## src/design/bipbuf_pkg.sv

```systemverilog
// ----------------------------------------------------------------------------
// bipbuf_pkg
// Shared types and codes of the bipartite ring buffer allocator.
// ----------------------------------------------------------------------------
`default_nettype none

package bipbuf_pkg;

    // Width of every length, offset and space field on the ports
    localparam int FIELD_W = 10;

    // Command codes
    localparam logic CMD_ALLOC   = 1'b0;
    localparam logic CMD_RELEASE = 1'b1;

    // Result status codes
    typedef enum logic [1:0] {
        ST_OK       = 2'd0,
        ST_NO_SPACE = 2'd1,
        ST_ORDER    = 2'd2
    } t_status;

    // Controller commands to the datapath
    typedef struct packed {
        logic load;    // capture the input item
        logic commit;  // update pointers and load the result register
    } t_dp_cmd;

endpackage

`default_nettype wire

```

## src/design/bipbuf_ctrl.sv

```systemverilog
// ----------------------------------------------------------------------------
// bipbuf_ctrl
// Handshake controller: accepts one command, runs it through the datapath
// and holds the result valid until the receiver takes it.
// ----------------------------------------------------------------------------
`default_nettype none

module bipbuf_ctrl
    import bipbuf_pkg::*;
(
    input  wire logic    i_clk,
    input  wire logic    i_rst_n,
    input  wire logic    i_valid,
    output logic         o_ready,
    output logic         o_valid,
    input  wire logic    i_ready,
    output t_dp_cmd      o_cmd
);

    typedef enum logic {
        S_IDLE,
        S_EXEC
    } t_state;

    t_state r_state, n_state;
    logic   r_out_valid, n_out_valid;
    logic   out_free;

    // Result register can take a new value when empty or being drained
    assign out_free = !r_out_valid || i_ready;

    always_comb begin
        n_state      = r_state;
        n_out_valid  = r_out_valid;
        o_cmd.load   = 1'b0;
        o_cmd.commit = 1'b0;
        if (r_out_valid && i_ready) begin
            n_out_valid = 1'b0;
        end
        unique case (r_state)
            S_IDLE: begin
                if (i_valid) begin
                    o_cmd.load = 1'b1;
                    n_state    = S_EXEC;
                end
            end
            S_EXEC: begin
                // Hold the command until the result register frees up
                if (out_free) begin
                    o_cmd.commit = 1'b1;
                    n_out_valid  = 1'b1;
                    n_state      = S_IDLE;
                end
            end
            default: n_state = S_IDLE;
        endcase
    end

    always_ff @(posedge i_clk) begin
        if (!i_rst_n) begin
            r_state     <= S_IDLE;
            r_out_valid <= 1'b0;
        end else begin
            r_state     <= n_state;
            r_out_valid <= n_out_valid;
        end
    end

    assign o_ready = (r_state == S_IDLE);
    assign o_valid = r_out_valid;

endmodule

`default_nettype wire

```

## src/design/bipbuf_dpath.sv

```systemverilog
// ----------------------------------------------------------------------------
// bipbuf_dpath
// Pointer datapath: holds start and end pointers, places or releases the
// regions of one command and registers the result fields.
// ----------------------------------------------------------------------------
`default_nettype none

module bipbuf_dpath
    import bipbuf_pkg::*;
#(
    parameter int BUFFER_BYTES = 1024
)(
    input  wire logic               i_clk,
    input  wire logic               i_rst_n,
    input  wire t_dp_cmd            i_cmd,
    input  wire logic               i_command,
    input  wire logic [FIELD_W-1:0] i_write_length,
    input  wire logic [FIELD_W-1:0] i_read_length,
    input  wire logic [FIELD_W-1:0] i_write_offset,
    input  wire logic [FIELD_W-1:0] i_read_offset,
    output logic [1:0]              o_status,
    output logic [FIELD_W-1:0]      o_granted_write_offset,
    output logic [FIELD_W-1:0]      o_granted_read_offset,
    output logic [FIELD_W-1:0]      o_tail_space,
    output logic [FIELD_W-1:0]      o_head_space
);

    localparam int PW = $clog2(BUFFER_BYTES);
    // Arithmetic width: holds pointer plus two field lengths without overflow
    localparam int AW = ((PW > FIELD_W) ? PW : FIELD_W) + 2;
    localparam logic [AW-1:0] BUF_SIZE = AW'(BUFFER_BYTES);

    // Captured command
    logic               r_command;
    logic [FIELD_W-1:0] r_wlen, r_rlen, r_woff, r_roff;

    // Pointers
    logic [PW-1:0] r_start, r_end;

    // Result registers
    t_status            r_status;
    logic [FIELD_W-1:0] r_gw, r_gr, r_tail, r_head;

    logic [AW-1:0] s_w, s_r, s_wo, s_ro, s_start, s_end, s_wr, s_adv;
    logic [AW-1:0] cur_tail, cur_head, new_tail, new_head;
    logic [AW-1:0] n_start, n_end, n_gw, n_gr;
    t_status       n_status;
    logic          rel_ok;
    logic [AW-1:0] rel_start;

    // Free tail and head space for a pair of pointers
    function automatic logic [2*AW-1:0] spaces(input logic [AW-1:0] s,
                                               input logic [AW-1:0] e);
        logic [AW-1:0] t;
        logic [AW-1:0] h;
        if (s > e) begin
            t = s - e - AW'(1);
            h = '0;
        end else begin
            t = BUF_SIZE - AW'(1) - e;
            h = (s != '0) ? (s - AW'(1)) : '0;
        end
        return {t, h};
    endfunction

    assign s_w     = AW'(r_wlen);
    assign s_r     = AW'(r_rlen);
    assign s_wo    = AW'(r_woff);
    assign s_ro    = AW'(r_roff);
    assign s_start = AW'(r_start);
    assign s_end   = AW'(r_end);
    assign s_wr    = s_w + s_r;
    assign s_adv   = s_start + s_w;

    assign {cur_tail, cur_head} = spaces(s_start, s_end);

    // Match the released regions against the start pointer
    always_comb begin
        rel_ok    = 1'b1;
        rel_start = s_start;
        priority if (s_start == s_wo) begin
            priority if (s_adv == s_ro) begin
                rel_start = s_adv + s_r;
            end else if (s_ro == '0) begin
                rel_start = s_r;
            end else begin
                rel_ok = 1'b0;
            end
        end else if (s_start == s_ro) begin
            if (s_wo == '0) begin
                rel_start = s_w;
            end else begin
                rel_ok = 1'b0;
            end
        end else if (s_wo == '0) begin
            rel_start = s_wr;
        end else begin
            rel_ok = 1'b0;
        end
        // Drop a release that runs past the buffer end
        if (rel_start >= BUF_SIZE) begin
            rel_ok = 1'b0;
        end
    end

    // Place allocations or apply the release
    always_comb begin
        n_start  = s_start;
        n_end    = s_end;
        n_gw     = '0;
        n_gr     = '0;
        n_status = ST_OK;
        if (r_command == CMD_ALLOC) begin
            priority if (cur_tail >= s_wr) begin
                n_gw  = s_end;
                n_gr  = s_end + s_w;
                n_end = s_end + s_wr;
            end else if (s_w >= s_r && cur_tail >= s_w && cur_head >= s_r) begin
                n_gw  = s_end;
                n_end = s_r;
            end else if (s_w < s_r && cur_tail >= s_r && cur_head >= s_w) begin
                n_gr  = s_end;
                n_end = s_w;
            end else if (cur_head >= s_wr) begin
                n_gr  = s_w;
                n_end = s_wr;
            end else begin
                n_status = ST_NO_SPACE;
            end
        end else begin
            if (rel_ok) begin
                n_start = rel_start;
            end else begin
                n_status = ST_ORDER;
            end
        end
    end

    assign {new_tail, new_head} = spaces(n_start, n_end);

    // Capture the accepted command
    always_ff @(posedge i_clk) begin
        if (i_cmd.load) begin
            r_command <= i_command;
            r_wlen    <= i_write_length;
            r_rlen    <= i_read_length;
            r_woff    <= i_write_offset;
            r_roff    <= i_read_offset;
        end
    end

    // Advance pointers on commit
    always_ff @(posedge i_clk) begin
        if (!i_rst_n) begin
            r_start <= '0;
            r_end   <= '0;
        end else if (i_cmd.commit) begin
            r_start <= n_start[PW-1:0];
            r_end   <= n_end[PW-1:0];
        end
    end

    // Load result fields
    always_ff @(posedge i_clk) begin
        if (i_cmd.commit) begin
            r_status <= n_status;
            r_gw     <= n_gw[FIELD_W-1:0];
            r_gr     <= n_gr[FIELD_W-1:0];
            r_tail   <= new_tail[FIELD_W-1:0];
            r_head   <= new_head[FIELD_W-1:0];
        end
    end

    assign o_status               = r_status;
    assign o_granted_write_offset = r_gw;
    assign o_granted_read_offset  = r_gr;
    assign o_tail_space           = r_tail;
    assign o_head_space           = r_head;

endmodule

`default_nettype wire

```

## src/design/bipartite_ring_buffer_allocator_unit.sv

```systemverilog
// ----------------------------------------------------------------------------
// bipartite_ring_buffer_allocator_unit
// Allocator for write/read region pairs in a circular buffer.
//
// Input channel (i_valid/o_ready) carries an allocate or a release command
// with region lengths and, for release, the offsets being freed. Output
// channel (o_valid/i_ready) returns one result per command: status, granted
// offsets and the tail and head free space after the command.
// A command accepted in idle is captured, then executed in the execute state;
// its result is registered once the result register is free.
// No new command is accepted while one is in execute, set by the two-state
// controller (capture, then execute) around the single pointer update.
// When the receiver stalls, the result is held in the output register; one
// more command is accepted and then waits in execute until the result is
// taken, and o_ready stays low meanwhile.
// Reset clears start and end pointers (empty buffer) and drops any result.
// ----------------------------------------------------------------------------
`default_nettype none

module bipartite_ring_buffer_allocator_unit
    import bipbuf_pkg::*;
#(
    parameter int BUFFER_BYTES = 1024
)(
    input  wire logic               i_clk,
    input  wire logic               i_rst_n,
    input  wire logic               i_valid,
    output logic                    o_ready,
    input  wire logic               i_command,
    input  wire logic [FIELD_W-1:0] i_write_length,
    input  wire logic [FIELD_W-1:0] i_read_length,
    input  wire logic [FIELD_W-1:0] i_write_offset,
    input  wire logic [FIELD_W-1:0] i_read_offset,
    output logic                    o_valid,
    input  wire logic               i_ready,
    output logic [1:0]              o_status,
    output logic [FIELD_W-1:0]      o_granted_write_offset,
    output logic [FIELD_W-1:0]      o_granted_read_offset,
    output logic [FIELD_W-1:0]      o_tail_space,
    output logic [FIELD_W-1:0]      o_head_space
);

    t_dp_cmd dp_cmd;

    bipbuf_ctrl u_ctrl (
        .i_clk   (i_clk),
        .i_rst_n (i_rst_n),
        .i_valid (i_valid),
        .o_ready (o_ready),
        .o_valid (o_valid),
        .i_ready (i_ready),
        .o_cmd   (dp_cmd)
    );

    bipbuf_dpath #(
        .BUFFER_BYTES (BUFFER_BYTES)
    ) u_dpath (
        .i_clk                  (i_clk),
        .i_rst_n                (i_rst_n),
        .i_cmd                  (dp_cmd),
        .i_command              (i_command),
        .i_write_length         (i_write_length),
        .i_read_length          (i_read_length),
        .i_write_offset         (i_write_offset),
        .i_read_offset          (i_read_offset),
        .o_status               (o_status),
        .o_granted_write_offset (o_granted_write_offset),
        .o_granted_read_offset  (o_granted_read_offset),
        .o_tail_space           (o_tail_space),
        .o_head_space           (o_head_space)
    );

endmodule

`default_nettype wire
```

## config.mk

```make
export PLATFORM = sky130hd
export DESIGN_NAME = bipartite_ring_buffer_allocator_unit
export DESIGN_NICKNAME = d
export VERILOG_FILES = /design/src/design/bipbuf_pkg.sv /design/src/design/bipbuf_ctrl.sv /design/src/design/bipbuf_dpath.sv /design/src/design/bipartite_ring_buffer_allocator_unit.sv
export SDC_FILE = /design/constraint.sdc
export NUM_CORES = 1
export LEC_CHECK = 0
export BUFFER_PORTS_ARGS = -buffer_cell sky130_fd_sc_hd__buf_4
export CAP_MARGIN = 0
export CORE_UTILIZATION = 41
export DETAILED_ROUTE_END_ITERATION = 10
export PLACE_DENSITY = 0.6
export SETUP_SLACK_MARGIN = 0.4
export SKIP_CTS_REPAIR_TIMING = 1
export SYNTH_ARGS = -nofsm -noshare
export SYNTH_HDL_FRONTEND = slang
export SYNTH_SLANG_ARGS = --single-unit
```

## constraint.sdc

```tcl
create_clock -name i_clk -period 12.34 [get_ports i_clk]
set_input_delay 0.617 -clock i_clk [delete_from_list [all_inputs] [get_ports i_clk]]
set_output_delay 0.617 -clock i_clk [all_outputs]
set_load 0.01 [all_outputs]
```

==> impl_metrics.yaml <==
sta:
  slew_violations: 0
  max-slew-margin-rel: 0.231
  fmax_ghz: 0.121
  timing.setup.tns_ps: 0
  rsz0062_at_grt: "no"
  setup_slack_ps: 4110
  setup-violations-final: 0
  min_period_ps: 8230
  skew_ps: 13.8
  whs_ps: 426
  max_slew.worst_pin.slew_ps: 1150
  post-route-period-util: 0.667
  hold_viol_final: 0
synth:
  synth-async-reset-ratio: 0
  synth.most_common_cell: "ha_1"
  synth_ff_type: "edfxtp_1"
  yosysUniqueCellTypes: 83
  synthCells: 1236
  syn_avg_cell_area_um2: 8.75
  yosys-top-cells-area: "edfxtp_1, ha_1, xnor2_1, dfxtp_1, nor2_1"
  synth_seq_cells: 105
  synthTopCellsByCount: "ha_1, nor2_1, nand2_1, a21oi_1, edfxtp_1"
  yosys.area.top_type: "edfxtp_1"
  synthesis.nets: 1429
  synth_edf_count: 83
  seq_area_frac_synth: 0.271
  yosys_warnings: 0
  synth_top_area_share: 0.230
  syn_area_um2: 10800
final_layout:
  area_growth_pct: 12.2
  nFillCells: 2524
  antenna_cells: 0
  post-route-util: 0.467
  drive_gt1_frac: 0.114
  finalNetCount: 1491
  layout.cells.non_filler: 1638
detailed_routing:
  wl_per_cell_um: 21.8
  num_vias: 9778
  viasPerCell: 5.97
  finalWirelength_um: 35700
  drt_first_iter_violations: 839
  drc: 0
  first_pass_iters: 6
  final_antenna_net_count: 0
clock_network:
  clock_latency_ps: 360
  clock_path_buffers: 2
  htree_levels: 3
  cts_sinks: 105
  cts_buffers: 9
  clk_pin_slew_worst_paths_ps: 80
  cts_tree: "done"
  cts_root_buf: "clkbuf_16"
floorplanning:
  die_w_um: 164
  num_rows: 59
  die_h_um: 164
  coreArea_um2: 26000
  num_io_pins: 89
  die_area_um2: 27000
  initial_core_util: 0.416
critical_path:
  critPathRequiredTime_ps: 12450
  arrival_ps: 8350
  start_kind: "flop"
  critical_path_class: "flop to flop"
  crit_path_max_fanout: 29
  crit_path_end_kind: "flop"
placed_design:
  port_buffers: 88
  gp_congestion: 0.981
  hpwl_um: 27600
  preCtsSetupSlack_ps: 4260
  dp_cells: 1622
outcome:
  status: "completed"
global_route:
  grt_usage: 0.269
  grt_pass1_wl_um: 54400
  globalRoute.totalOverflow: 0
  grt_pass1_vias: 9186
  antenna_found_initial: 0
  grt_max_degree: 52
pwr:
  p_per_area_nw_per_um2: 179
  vdd_drop_max_mv: 0.0783
  p_leak_nw: 5.24
run:
  drv_cap: 0
min_path:
  hold_class: "primary input to flop"
[placed cells by master, fill, tap and decap left out, drive strengths merged, types with 8 or more instances in the layout]
cell type	synthesis	final
a2111oi	8	8
a211oi	28	28
a21o	30	30
a21oi	84	84
a22oi	14	14
buf	7	96
clkbuf	38	9
dfxtp	22	22
edfxtp	83	83
ha	142	142
inv	77	79
mux2	15	15
mux2i	16	16
nand2	89	89
nand2b	19	19
nand3	18	18
nand4	12	12
nor2	115	115
nor2b	12	12
nor3	43	43
nor4	19	19
o211a	12	12
o211ai	15	15
o21a	11	11
o21ai	62	62
o21bai	9	9
o31ai	13	13
or3	8	8
xnor2	53	53
xor2	45	45
[path summary, 6_finish.rpt]
check / from / endpoint / slack (ps) / cells after the start
max: u_dpath.r_end[1]$_SDFFE_PN0P_ / u_dpath.o_tail_space[6]$_DFFE_PP_ / 4110 / 27
min reg2reg: u_ctrl.o_valid$_SDFF_PN0_ / u_ctrl.o_valid$_SDFF_PN0_ / 520 / 2
max reg2reg: u_dpath.r_end[1]$_SDFFE_PN0P_ / u_dpath.o_tail_space[6]$_DFFE_PP_ / 4110 / 27
min: i_write_length[2] / u_dpath.r_wlen[2]$_DFFE_PP_ / 430 / 1
[metrics by stage]
stage	instance area (um2)	power [mW]
floorplan	10800	1.48
global placement	11800	1.82
detailed placement	11800	1.83
CTS	12100	2.17
global route	12100	2.34
finish	12100	2.17
[kinds of logic (layout without fill, tap and decap cells)]
kind of cell / count (synthesis) / after routing / synth area share
compound gates: 350 / 350 / 0.223
xor+xnor: 99 / 99 / 0.0814
fa+ha+maj: 148 / 148 / 0.175
buf+inv: 123 / 190 / 0.0436
flops: 105 / 105 / 0.271
mux: 31 / 31 / 0.0329
simple gates: 380 / 380 / 0.173
[state kept, by name, indices dropped and copies added (netlist names)]
signal	count
u_dpath.r_end	10
u_dpath.r_rlen	10
u_dpath.r_start	10
u_dpath.o_head_space	10
u_ctrl.r_state	1
u_dpath.r_wlen	10
u_dpath.r_woff	10
u_dpath.r_roff	10
u_dpath.o_granted_write_offset	10
u_dpath.o_granted_read_offset	10
u_dpath.o_status	2
u_dpath.o_tail_space	10
u_dpath.r_command	1
u_ctrl.o_valid	1
[layer usage]
layer,share of wire,track usage,vias up
met5,0,0,-
met4,0.039,0.105,0
met3,0.073,0.0424,87
met2,0.45,0.428,393
met1,0.43,0.363,4578
li1,-,-,4720
[worst max-delay path, stage by stage (launching register included)]
cell       delay (ps)
dfxtp_1           560
inv_1             300
ha_1              380
nor2b_1           150
o311a_1           370
o21a_1            280
o31ai_4           230
buf_4             310
o31ai_1           260
nand2b_1          310
ha_1              320
nor2b_1            40
o21ai_0           150
a21o_1            140
a31oi_1           100
or3_1             480
o21ai_1           740
a211oi_1          110
a2111oi_0         410
a21oi_1           150
ha_1              240
nor2_1            220
o21ai_0           120
a2111oi_1         660
nor4_1            140
a221oi_1          440
xnor2_1           110
mux2_4            260
[layout make-up]
| class | instances | area (um2) | share of cell area |
|---|---|---|---|
| Clock buffer | 9 | 225 | 0.0186 |
| Clock inverter | 7 | 114 | 0.00938 |
| Inverter | 78 | 293 | 0.0241 |
| Multi-Input combinational cell | 1008 | 7430 | 0.612 |
| Sequential cell | 105 | 2930 | 0.242 |
| Tap cell | 335 | 419 | 0.0345 |
| Timing Repair Buffer | 96 | 721 | 0.0594 |
[report_power, final]
| group | internal, mW | switching (mW) |
|---|---|---|
| registers | 0.449 | 0.0530 |
| clock network | 0.183 | 0.145 |
| logic | 0.539 | 0.804 |
| total | 1.17 | 1.00 |
No activity file was read; power rests on OpenSTA's default activity.
